## config.mk

```make
export PLATFORM = sky130hd
export DESIGN_NAME = igmpv2_host_group_table
export DESIGN_NICKNAME = d
export VERILOG_FILES = /design/src/hw/rtl/igmp_hgt_pkg.sv /design/src/hw/rtl/igmp_hgt_ram.sv /design/src/hw/rtl/igmp_hgt_seq.sv /design/src/hw/rtl/igmpv2_host_group_table.sv
export SDC_FILE = /design/constraint.sdc
export NUM_CORES = 1
export LEC_CHECK = 0
export ABC_AREA = 1
export BUFFER_PORTS_ARGS = -buffer_cell sky130_fd_sc_hd__buf_2
export CORE_UTILIZATION = 30
export CTS_CLUSTER_SIZE = 8
export DETAILED_ROUTE_END_ITERATION = 6
export PLACE_DENSITY = 0.48
export REMOVE_ABC_BUFFERS = 1
export SKIP_CTS_REPAIR_TIMING = 1
export SLEW_MARGIN = 40
export SYNTH_ARGS = -nofsm -noshare
export SYNTH_HDL_FRONTEND = slang
export SYNTH_SLANG_ARGS = --single-unit
export TNS_END_PERCENT = 20
```

## constraint.sdc

```tcl
create_clock -name clk -period 7.67 [get_ports clk]
set_input_delay 1.534 -clock clk [delete_from_list [all_inputs] [get_ports clk]]
set_output_delay 1.534 -clock clk [all_outputs]
set_load 0.01 [all_outputs]
```

## src/hw/rtl/igmp_hgt_pkg.sv

```systemverilog
// Types, constants and helper functions for the IGMPv2 host group table
`default_nettype none

package igmp_hgt_pkg;

  localparam int GROUPS = 16;
  localparam int IDX_W  = (GROUPS > 1) ? $clog2(GROUPS) : 1;
  localparam int CNT_W  = $clog2(GROUPS + 1);

  localparam logic [31:0] ALL_SYSTEMS = 32'hE000_0001;
  localparam logic [31:0] ALL_ROUTERS = 32'hE000_0002;

  localparam int          PADDR_W           = 3;
  localparam logic [0:0]  REG_JOIN_DELAY    = 1'b0;
  localparam logic [0:0]  REG_V1_DELAY      = 1'b1;
  localparam logic [7:0]  JOIN_DELAY_RESET  = 8'd5;
  localparam logic [7:0]  V1_DELAY_RESET    = 8'd100;

  typedef enum logic [2:0] {
    OP_JOIN   = 3'd0,
    OP_LEAVE  = 3'd1,
    OP_QUERY  = 3'd2,
    OP_REPORT = 3'd3,
    OP_TICK   = 3'd4
  } op_t;

  typedef enum logic [1:0] {
    STAT_OK         = 2'd0,
    STAT_FULL       = 2'd1,
    STAT_NOT_MEMBER = 2'd2,
    STAT_NOT_OURS   = 2'd3
  } status_t;

  typedef enum logic [1:0] {
    MS_NON      = 2'd0,
    MS_DELAYING = 2'd1,
    MS_IDLE     = 2'd2
  } mstate_t;

  typedef enum logic [1:0] {
    FLT_NONE = 2'd0,
    FLT_ADD  = 2'd1,
    FLT_DEL  = 2'd2
  } filter_t;

  typedef enum logic {
    KIND_REPORT = 1'b0,
    KIND_LEAVE  = 1'b1
  } kind_t;

  typedef enum logic [1:0] {
    S_IDLE,
    S_WALK,
    S_FINISH
  } seq_state_t;

  typedef enum logic [1:0] {
    MD_IMM,
    MD_SEARCH,
    MD_TICK,
    MD_GQ
  } mode_t;

  typedef struct packed {
    logic [31:0] addr;
    mstate_t     mstate;
    logic [7:0]  timer;
    logic [7:0]  uses;
    logic        rlast;
  } entry_t;

  localparam int ENTRY_W = $bits(entry_t);

  typedef struct packed {
    logic             re;
    logic [IDX_W-1:0] raddr;
    logic             we;
    logic [IDX_W-1:0] waddr;
    entry_t           wdata;
  } mem_req_t;

  typedef struct packed {
    status_t     status;
    logic        send_valid;
    kind_t       send_kind;
    logic [31:0] send_dest;
    logic [31:0] msg_group;
    filter_t     filter;
    logic        last;
  } result_t;

  function automatic logic [7:0] delay_from(input logic [7:0] max_ticks);
    logic [7:0] t;
    t = {1'b0, max_ticks[7:1]};
    return (t == 8'd0) ? 8'd1 : t;
  endfunction

  function automatic entry_t maybe_delay(input entry_t e, input logic [7:0] m);
    entry_t r;
    r = e;
    if (e.mstate == MS_IDLE ||
        (e.mstate == MS_DELAYING && (e.timer == 8'd0 || m < e.timer))) begin
      r.timer  = delay_from(m);
      r.mstate = MS_DELAYING;
    end
    return r;
  endfunction

  function automatic result_t ok_result();
    result_t r;
    r.status     = STAT_OK;
    r.send_valid = 1'b0;
    r.send_kind  = KIND_REPORT;
    r.send_dest  = 32'd0;
    r.msg_group  = 32'd0;
    r.filter     = FLT_NONE;
    r.last       = 1'b1;
    return r;
  endfunction

endpackage

`default_nettype wire

```

## src/hw/rtl/igmp_hgt_ram.sv

```systemverilog
// Generic single-port-write, single-port-read RAM with registered read
`default_nettype none

module igmp_hgt_ram #(
  parameter int WIDTH = 8,
  parameter int DEPTH = 16,
  localparam int AW = (DEPTH > 1) ? $clog2(DEPTH) : 1
) (
  input  logic             clk,
  input  logic             we,
  input  logic [AW-1:0]    waddr,
  input  logic [WIDTH-1:0] wdata,
  input  logic             re,
  input  logic [AW-1:0]    raddr,
  output logic [WIDTH-1:0] rdata
);

  logic [WIDTH-1:0] mem [DEPTH];

  always_ff @(posedge clk) begin
    if (we) begin
      mem[waddr] <= wdata;
    end
    if (re) begin
      rdata <= mem[raddr];
    end
  end

endmodule

`default_nettype wire

```

## src/hw/rtl/igmp_hgt_seq.sv

```systemverilog
// Sequencer: walks the group table memory, updates entries, builds results
`default_nettype none

module igmp_hgt_seq
  import igmp_hgt_pkg::*;
(
  input  logic        clk,
  input  logic        rst,
  input  logic        in_valid,
  output logic        in_ready,
  input  logic [2:0]  op,
  input  logic [31:0] dest_addr,
  input  logic [31:0] group_addr,
  input  logic [7:0]  max_resp,
  input  logic [7:0]  join_delay,
  input  logic [7:0]  v1_delay,
  output mem_req_t    mem_req,
  input  entry_t      rdata,
  output logic        out_valid,
  input  logic        out_ready,
  output result_t     out_res
);

  seq_state_t state, state_next;
  mode_t      mode, mode_next;

  logic [2:0]       op_q;
  logic [31:0]      dest_q, grp_q, key_q;
  logic [7:0]       mr_q;
  logic [CNT_W-1:0] rd_ptr;
  logic             dvalid;
  logic [IDX_W-1:0] dv_idx;
  logic             found, free_found;
  logic [IDX_W-1:0] fidx, free_idx;
  entry_t           fdata;
  logic             pend_valid;
  logic [31:0]      pend_grp;
  logic [GROUPS-1:0] valid;

  logic       can_load, accept, ptr_end, issue, stall;
  logic       ev_valid, eval_we, fire;
  entry_t     wr_e;
  logic [7:0] gq_m;
  result_t    fin_res, load_res;
  logic       fin_we, set_v, clr_v, out_load;
  logic [IDX_W-1:0] fin_waddr;
  entry_t     fin_wdata;
  logic [31:0] key_next;

  assign can_load = !out_valid || out_ready;
  assign in_ready = (state == S_IDLE);
  assign accept   = in_valid && in_ready;
  assign ptr_end  = (rd_ptr == CNT_W'(GROUPS));
  assign gq_m     = (mr_q == 8'd0) ? v1_delay : mr_q;

  // Mode and search key for a new transaction
  always_comb begin
    mode_next = MD_IMM;
    key_next  = dest_addr;
    case (op)
      OP_JOIN, OP_LEAVE: begin
        mode_next = (group_addr == ALL_SYSTEMS) ? MD_IMM : MD_SEARCH;
        key_next  = group_addr;
      end
      OP_QUERY: begin
        if (dest_addr == ALL_SYSTEMS) begin
          mode_next = (group_addr == 32'd0) ? MD_GQ : MD_SEARCH;
          key_next  = group_addr;
        end else begin
          mode_next = MD_SEARCH;
        end
      end
      OP_REPORT: mode_next = (dest_addr == ALL_SYSTEMS) ? MD_IMM : MD_SEARCH;
      OP_TICK:   mode_next = MD_TICK;
      default:   mode_next = MD_IMM;
    endcase
  end

  // Per-entry evaluation during a walk
  always_comb begin
    ev_valid = dvalid && valid[dv_idx];
    wr_e     = rdata;
    eval_we  = 1'b0;
    fire     = 1'b0;
    if (mode == MD_TICK) begin
      if (ev_valid && rdata.timer != 8'd0) begin
        eval_we    = 1'b1;
        wr_e.timer = rdata.timer - 8'd1;
        if (wr_e.timer == 8'd0 && rdata.mstate == MS_DELAYING) begin
          fire        = 1'b1;
          wr_e.mstate = MS_IDLE;
          wr_e.rlast  = 1'b1;
        end
      end
    end else if (mode == MD_GQ) begin
      if (ev_valid) begin
        eval_we = 1'b1;
        wr_e    = maybe_delay(rdata, gq_m);
      end
    end
    // hold the walk while an earlier report cannot move to the output
    stall = (state == S_WALK) && fire && pend_valid && !can_load;
    issue = (state == S_WALK) && !stall && !ptr_end;
  end

  // Final result and write-back of a transaction
  always_comb begin
    fin_res   = ok_result();
    fin_we    = 1'b0;
    fin_waddr = fidx;
    fin_wdata = fdata;
    set_v     = 1'b0;
    clr_v     = 1'b0;
    case (mode)
      MD_TICK: begin
        if (pend_valid) begin
          fin_res.send_valid = 1'b1;
          fin_res.send_dest  = pend_grp;
          fin_res.msg_group  = pend_grp;
        end
      end
      MD_SEARCH: begin
        case (op_q)
          OP_JOIN: begin
            if (found) begin
              fin_we = 1'b1;
              if (fdata.uses != 8'hFF) begin
                fin_wdata.uses = fdata.uses + 8'd1;
              end
            end else if (free_found) begin
              fin_we           = 1'b1;
              set_v            = 1'b1;
              fin_waddr        = free_idx;
              fin_wdata.addr   = grp_q;
              fin_wdata.mstate = MS_DELAYING;
              fin_wdata.timer  = delay_from(join_delay);
              fin_wdata.uses   = 8'd1;
              fin_wdata.rlast  = 1'b1;
              fin_res.send_valid = 1'b1;
              fin_res.send_dest  = grp_q;
              fin_res.msg_group  = grp_q;
              fin_res.filter     = FLT_ADD;
            end else begin
              fin_res.status = STAT_FULL;
            end
          end
          OP_LEAVE: begin
            if (!found) begin
              fin_res.status = STAT_NOT_MEMBER;
            end else if (fdata.uses <= 8'd1) begin
              clr_v             = 1'b1;
              fin_res.msg_group = grp_q;
              fin_res.filter    = FLT_DEL;
              if (fdata.rlast) begin
                fin_res.send_valid = 1'b1;
                fin_res.send_kind  = KIND_LEAVE;
                fin_res.send_dest  = ALL_ROUTERS;
              end
            end else begin
              fin_we         = 1'b1;
              fin_wdata.uses = fdata.uses - 8'd1;
            end
          end
          OP_QUERY: begin
            if (dest_q != ALL_SYSTEMS && !found) begin
              fin_res.status = STAT_NOT_OURS;
            end else if (found && grp_q != 32'd0) begin
              fin_we    = 1'b1;
              fin_wdata = maybe_delay(fdata, mr_q);
            end
          end
          OP_REPORT: begin
            if (!found) begin
              fin_res.status = STAT_NOT_OURS;
            end else if (fdata.mstate == MS_DELAYING) begin
              fin_we           = 1'b1;
              fin_wdata.timer  = 8'd0;
              fin_wdata.mstate = MS_IDLE;
              fin_wdata.rlast  = 1'b0;
            end
          end
          default: fin_res = ok_result();
        endcase
      end
      default: fin_res = ok_result();
    endcase
  end

  // Next state
  always_comb begin
    state_next = state;
    unique case (state)
      S_IDLE:   if (accept) state_next = (mode_next == MD_IMM) ? S_FINISH : S_WALK;
      S_WALK:   if (dvalid && !stall && ptr_end) state_next = S_FINISH;
      S_FINISH: if (can_load) state_next = S_IDLE;
      default:  state_next = S_IDLE;
    endcase
  end

  // Memory port and output register load
  always_comb begin
    mem_req.re    = issue;
    mem_req.raddr = rd_ptr[IDX_W-1:0];
    mem_req.we    = 1'b0;
    mem_req.waddr = dv_idx;
    mem_req.wdata = wr_e;
    out_load      = 1'b0;
    load_res      = fin_res;
    if (state == S_FINISH) begin
      out_load = can_load;
      if (can_load) begin
        mem_req.we    = fin_we;
        mem_req.waddr = fin_waddr;
        mem_req.wdata = fin_wdata;
      end
    end else if (state == S_WALK) begin
      mem_req.we = eval_we && !stall;
      if (fire && pend_valid && can_load) begin
        // push the previous report out; it is not the last one
        out_load           = 1'b1;
        load_res           = ok_result();
        load_res.last      = 1'b0;
        load_res.send_valid = 1'b1;
        load_res.send_dest = pend_grp;
        load_res.msg_group = pend_grp;
      end
    end
  end

  always_ff @(posedge clk) begin
    if (rst) begin
      state      <= S_IDLE;
      mode       <= MD_IMM;
      rd_ptr     <= '0;
      dvalid     <= 1'b0;
      found      <= 1'b0;
      free_found <= 1'b0;
      pend_valid <= 1'b0;
      valid      <= '0;
      out_valid  <= 1'b0;
    end else begin
      state <= state_next;
      if (accept) begin
        mode       <= mode_next;
        rd_ptr     <= '0;
        dvalid     <= 1'b0;
        found      <= 1'b0;
        free_found <= 1'b0;
        pend_valid <= 1'b0;
      end else if (state == S_WALK && !stall) begin
        if (issue) begin
          rd_ptr <= rd_ptr + CNT_W'(1);
          dvalid <= 1'b1;
        end else begin
          dvalid <= 1'b0;
        end
        if (mode == MD_SEARCH && dvalid) begin
          if (valid[dv_idx] && rdata.addr == key_q && !found) begin
            found <= 1'b1;
          end
          if (!valid[dv_idx] && !free_found) begin
            free_found <= 1'b1;
          end
        end
        if (fire) begin
          pend_valid <= 1'b1;
        end
      end
      if (state == S_FINISH && can_load) begin
        if (set_v) valid[free_idx] <= 1'b1;
        if (clr_v) valid[fidx] <= 1'b0;
      end
      if (out_load) begin
        out_valid <= 1'b1;
      end else if (out_ready) begin
        out_valid <= 1'b0;
      end
    end
  end

  // Payload registers
  always_ff @(posedge clk) begin
    if (accept) begin
      op_q   <= op;
      dest_q <= dest_addr;
      grp_q  <= group_addr;
      mr_q   <= max_resp;
      key_q  <= key_next;
    end
    if (issue) begin
      dv_idx <= rd_ptr[IDX_W-1:0];
    end
    if (state == S_WALK && !stall && mode == MD_SEARCH && dvalid) begin
      if (valid[dv_idx] && rdata.addr == key_q && !found) begin
        fidx  <= dv_idx;
        fdata <= rdata;
      end
      if (!valid[dv_idx] && !free_found) begin
        free_idx <= dv_idx;
      end
    end
    if (state == S_WALK && !stall && fire) begin
      pend_grp <= rdata.addr;
    end
    if (out_load) begin
      out_res <= load_res;
    end
  end

endmodule

`default_nettype wire

```

## src/hw/rtl/igmpv2_host_group_table.sv

```systemverilog
// Top level of the IGMPv2 host group table: config registers, table memory, sequencer
//
//  channel | direction | handshake          | payload
//  in      | input     | in_valid/in_ready  | op, dest_addr, group_addr, max_resp
//  out     | output    | out_valid/out_ready| status, send_valid, send_kind, send_dest,
//          |           |                    | msg_group, filter_action, last_result
//  cfg     | input     | psel/penable/pready| paddr, pwdata, prdata (APB)
//
// One transaction at a time. Join, leave, report and specific query read all
// GROUPS entries through the one table read port, then write back. Tick and
// general query read each entry and rewrite valid entries as needed in the same walk.
// Transactions that touch no entry skip the walk. A full output register stalls
// the walk only when a tick fires a second report. Synchronous reset clears the
// valid bits directly; no clearing pass.
`default_nettype none

module igmpv2_host_group_table
  import igmp_hgt_pkg::*;
(
  input  logic               clk,
  input  logic               rst,
  input  logic               in_valid,
  output logic               in_ready,
  input  logic [2:0]         op,
  input  logic [31:0]        dest_addr,
  input  logic [31:0]        group_addr,
  input  logic [7:0]         max_resp,
  output logic               out_valid,
  input  logic               out_ready,
  output logic [1:0]         status,
  output logic               send_valid,
  output logic               send_kind,
  output logic [31:0]        send_dest,
  output logic [31:0]        msg_group,
  output logic [1:0]         filter_action,
  output logic               last_result,
  input  logic               psel,
  input  logic               penable,
  input  logic               pwrite,
  input  logic [PADDR_W-1:0] paddr,
  input  logic [31:0]        pwdata,
  output logic [31:0]        prdata,
  output logic               pready
);

  logic [7:0] join_delay, v1_delay;
  mem_req_t   mem_req;
  entry_t     rdata;
  result_t    res;
  logic [ENTRY_W-1:0] rdata_raw;

  assign pready = 1'b1;

  always_ff @(posedge clk) begin
    if (rst) begin
      join_delay <= JOIN_DELAY_RESET;
      v1_delay   <= V1_DELAY_RESET;
    end else if (psel && penable && pwrite) begin
      unique case (paddr[2:2])
        REG_JOIN_DELAY: join_delay <= pwdata[7:0];
        REG_V1_DELAY:   v1_delay   <= pwdata[7:0];
        default:        join_delay <= join_delay;
      endcase
    end
  end

  always_comb begin
    unique case (paddr[2:2])
      REG_JOIN_DELAY: prdata = {24'd0, join_delay};
      REG_V1_DELAY:   prdata = {24'd0, v1_delay};
      default:        prdata = 32'd0;
    endcase
  end

  igmp_hgt_ram #(
    .WIDTH(ENTRY_W),
    .DEPTH(GROUPS)
  ) u_table (
    .clk  (clk),
    .we   (mem_req.we),
    .waddr(mem_req.waddr),
    .wdata(mem_req.wdata),
    .re   (mem_req.re),
    .raddr(mem_req.raddr),
    .rdata(rdata_raw)
  );

  assign rdata = entry_t'(rdata_raw);

  igmp_hgt_seq u_seq (
    .clk       (clk),
    .rst       (rst),
    .in_valid  (in_valid),
    .in_ready  (in_ready),
    .op        (op),
    .dest_addr (dest_addr),
    .group_addr(group_addr),
    .max_resp  (max_resp),
    .join_delay(join_delay),
    .v1_delay  (v1_delay),
    .mem_req   (mem_req),
    .rdata     (rdata),
    .out_valid (out_valid),
    .out_ready (out_ready),
    .out_res   (res)
  );

  assign status        = res.status;
  assign send_valid    = res.send_valid;
  assign send_kind     = res.send_kind;
  assign send_dest     = res.send_dest;
  assign msg_group     = res.msg_group;
  assign filter_action = res.filter;
  assign last_result   = res.last;

endmodule

`default_nettype wire

```

==> flow_summary.yaml <==
power:
  p_seq_frac: 0.485
  p_int_mw: 11.8
  irDropWorstVdd_uv: 196
  total_power_mw: 15.8
  power_density_nw_per_um2: 272
  leakage_nw: 19.5
  pwr-share-clk: 0.423
  comb_power_share: 0.092
  power.share.switching: 0.252
  p_switching_mw: 3.97
floorplanning:
  die_area_sq_um: 166000
  core_sq_um: 163000
  die_x_um: 408
  start_util: 0.303
  ios: 223
  die_height_um: 408
  rows: 148
synth:
  synthFlopType: "edfxtp_1"
  syn_area_per_cell_sq_um: 11.8
  yosysSeqAreaShare: 0.711
  netlist_area_sq_um: 49400
  yosysTopAreaCellShare: 0.693
  synth_cell_type_count: 52
  synthCells: 4172
  synth_enable_flop_cells: 1140
  async_flop_share: 0
  netlist_top_cells_area: "edfxtp_1, o21ai_0, nor2_1"
  yosysTopAreaCell: "edfxtp_1"
  ys_warn_count: 0
  ys_seq_elements: 1186
timing:
  worst_slew_margin_rel: 0.353
  fmax_mhz: 214
  period_minus_slack_ps: 4670
  setup_ws_ps: 3000
  period_share: 0.609
  setup_viol: 0
  worst_pin_slew_ps: 962
  rsz0062_at_grt: "no"
  fin_skew_ps: 29.9
  hold_violations: 0
  slew_violations: 0
finish:
  fin_util: 0.355
  drive_gt1_frac: 0.123
  final_nets: 4507
  syn2layout_area_growth_pct: 17.2
global_routing:
  grt_pass1_wl_um: 236000
  grt_pass1_vias: 32200
  grt_overflow_total: 0
  antenna_found_initial: 18
  grt_max_degree: 121
  track_usage: 0.195
worst_setup_path:
  crit_path_top_delay_cell: "dfxtp_1"
  worst_path_largest_cell_delay_ps: 750
  worstPathRequired_ps: 8070
  r2r_setup_slack_ps: 3000
  worstSetupStartpointType: "flip-flop"
  cp-startpoint: "u_seq.found"
  timing.rr.start: "u_seq.found"
  path_buf_inv: 5
  r2r_end: "u_table.mem[14][39]"
  critPathTopFamily: "buffers and inverters"
  cp-end-kind: "flip-flop"
  r2r_cells: 13
  path_class: "reg2reg"
  cp_max_fo: 26
  crit_top_cell: "nor2_4"
  worstPathCellList: "nor2_2 -> inv_1 -> nor2_4 -> inv_2 -> nor2_4 -> inv_2 -> a21oi_1 -> o21ai_1 -> o21ai_0 -> inv_1 -> nand3_1 -> nor2_4 -> buf_4"
  worst_ep_arrival_time_ps: 5070
cts:
  cts_buffers: 166
  cts.sinks: 1186
  cts_tree: "yes"
  htree_levels: 4
  root_buffer: "clkbuf_16"
  clkTransAtPathRegs_ps: 60
  worstSkewPairLatency_ps: 790
  clock_path_buffers: 3
detailed_routing:
  viasPerCell: 5.22
  finalWirelength_um: 166000
  vias: 34400
  drtIter0Drc: 3544
  firstDrtPassIters: 5
  antenna_violating_nets_post_route: 0
  drc: 0
  routedWlPerCell_um: 25.1
placement:
  dp_hpwl_um: 99100
  pre_cts_ws_ps: 2530
  port_buffers: 171
  gp_congestion: 0.888
hold_path:
  min-delay-start: "u_table.rdata[1]"
  worstHoldPathType: "reg2reg"
  holdPathEnd: "u_seq.fdata[1]"
  whs_path_depth: 0
run_status:
  status: "complete, no violations"
job:
  maxCapViolCount: 0
-- cell type report --
cell class / count / area [sq um]
Fill cell: 15800 / 105000
Sequential cell: 1186 / 35200
Multi-Input combinational cell: 2506 / 12700
Clock buffer: 203 / 4360
Tap cell: 2175 / 2720
Timing Repair Buffer: 253 / 1770
Inverter: 253 / 976
Clock inverter: 11 / 214
Antenna cell: 8 / 20.0
-- per-stage QoR --
step	setup TNS, ps	hold slack [ps]	std cells	cell area, sq um
5_1_grt	0	457	6587	57900
3_5_place_dp	0	444	6372	53300
6_report	0	445	6595	57900
4_1_cts	0	449	6586	57900
2_1_floorplan	-994710	427	3945	48400
3_3_place_gp	0	431	6355	52800
-- worst max path at each step --
stage / endpoint / slack, ps / cells after the start
detailed placement: u_table.mem[14][39] / 2530 / 13
finish: u_table.mem[14][39] / 3000 / 13
global placement: u_table.mem[5][35] / 2550 / 13
floorplan: u_seq.dv_idx[0] / -9410 / 5
global route: u_table.mem[14][39] / 2740 / 13
CTS: u_table.mem[14][39] / 3040 / 13
-- flip-flops by register name, indices dropped and copies added, names as in the netlist, 3 cells and up --
register	flops
u_table.mem	816
u_seq.out_res	71
u_seq.fdata	51
u_table.rdata	51
u_seq.dest_q	32
u_seq.grp_q	32
u_seq.key_q	32
u_seq.pend_grp	32
u_seq.valid	16
join_delay	8
u_seq.mr_q	8
v1_delay	8
u_seq.rd_ptr	5
u_seq.dv_idx	4
u_seq.fidx	4
u_seq.free_idx	4
u_seq.op_q	3
-- placed cells by master (no fill, tap or decap), drive strengths merged, types with 46 or more instances in the layout --
master  instances
o21ai         572
dfxtp          46
buf           253
o22ai         127
o221ai         86
edfxtp       1140
nor2          575
nand2         512
inv           257
a21oi         197
nand3         157
clkbuf        203
-- routing by layer --
metal  vias up  global-route usage  part of all wire
met4        10              0.0622             0.026
li1      15500                   -                 -
met3       226              0.0366             0.078
met5         -                   0           0.00039
met2      1371               0.295              0.45
met1     17300               0.280              0.45
-- cell families after synthesis --
family | after synthesis | share of synthesized area
adders and majority gates | 24 | 0.00608
DFF | 1186 | 0.711
muxes | 4 | 0.000912
buffers and inverters | 503 | 0.0408
AOI/OAI and AO/OA | 1055 | 0.121
other | 2 | 0.000152
xor gates and xnor gates | 25 | 0.00443
and+or+nand+nor | 1373 | 0.116
-- power groups by stage --
stage               sequential (mW)  clock, mW  combinational (mW)
finish                         7.65       6.68                1.44
global route                   7.66       7.05                1.59
CTS                            7.65       6.80                1.45
detailed placement             7.77          0                1.44
global placement               7.78          0                1.40
floorplan                      7.78          0               0.776
-- Yosys cell counts, drive strengths merged, types with 26 or more instances --
| library cell | number |
|---|---|
| nand3 | 157 |
| nand2 | 512 |
| a21oi | 197 |
| o221ai | 86 |
| inv | 249 |
| nand4 | 42 |
| buf | 56 |
| edfxtp | 1140 |
| dfxtp | 46 |
| nor3 | 26 |
| nor4 | 39 |
| nor2 | 575 |
| clkbuf | 194 |
| o22ai | 127 |
| o21ai | 572 |
(Power assumes the default switching activity.)
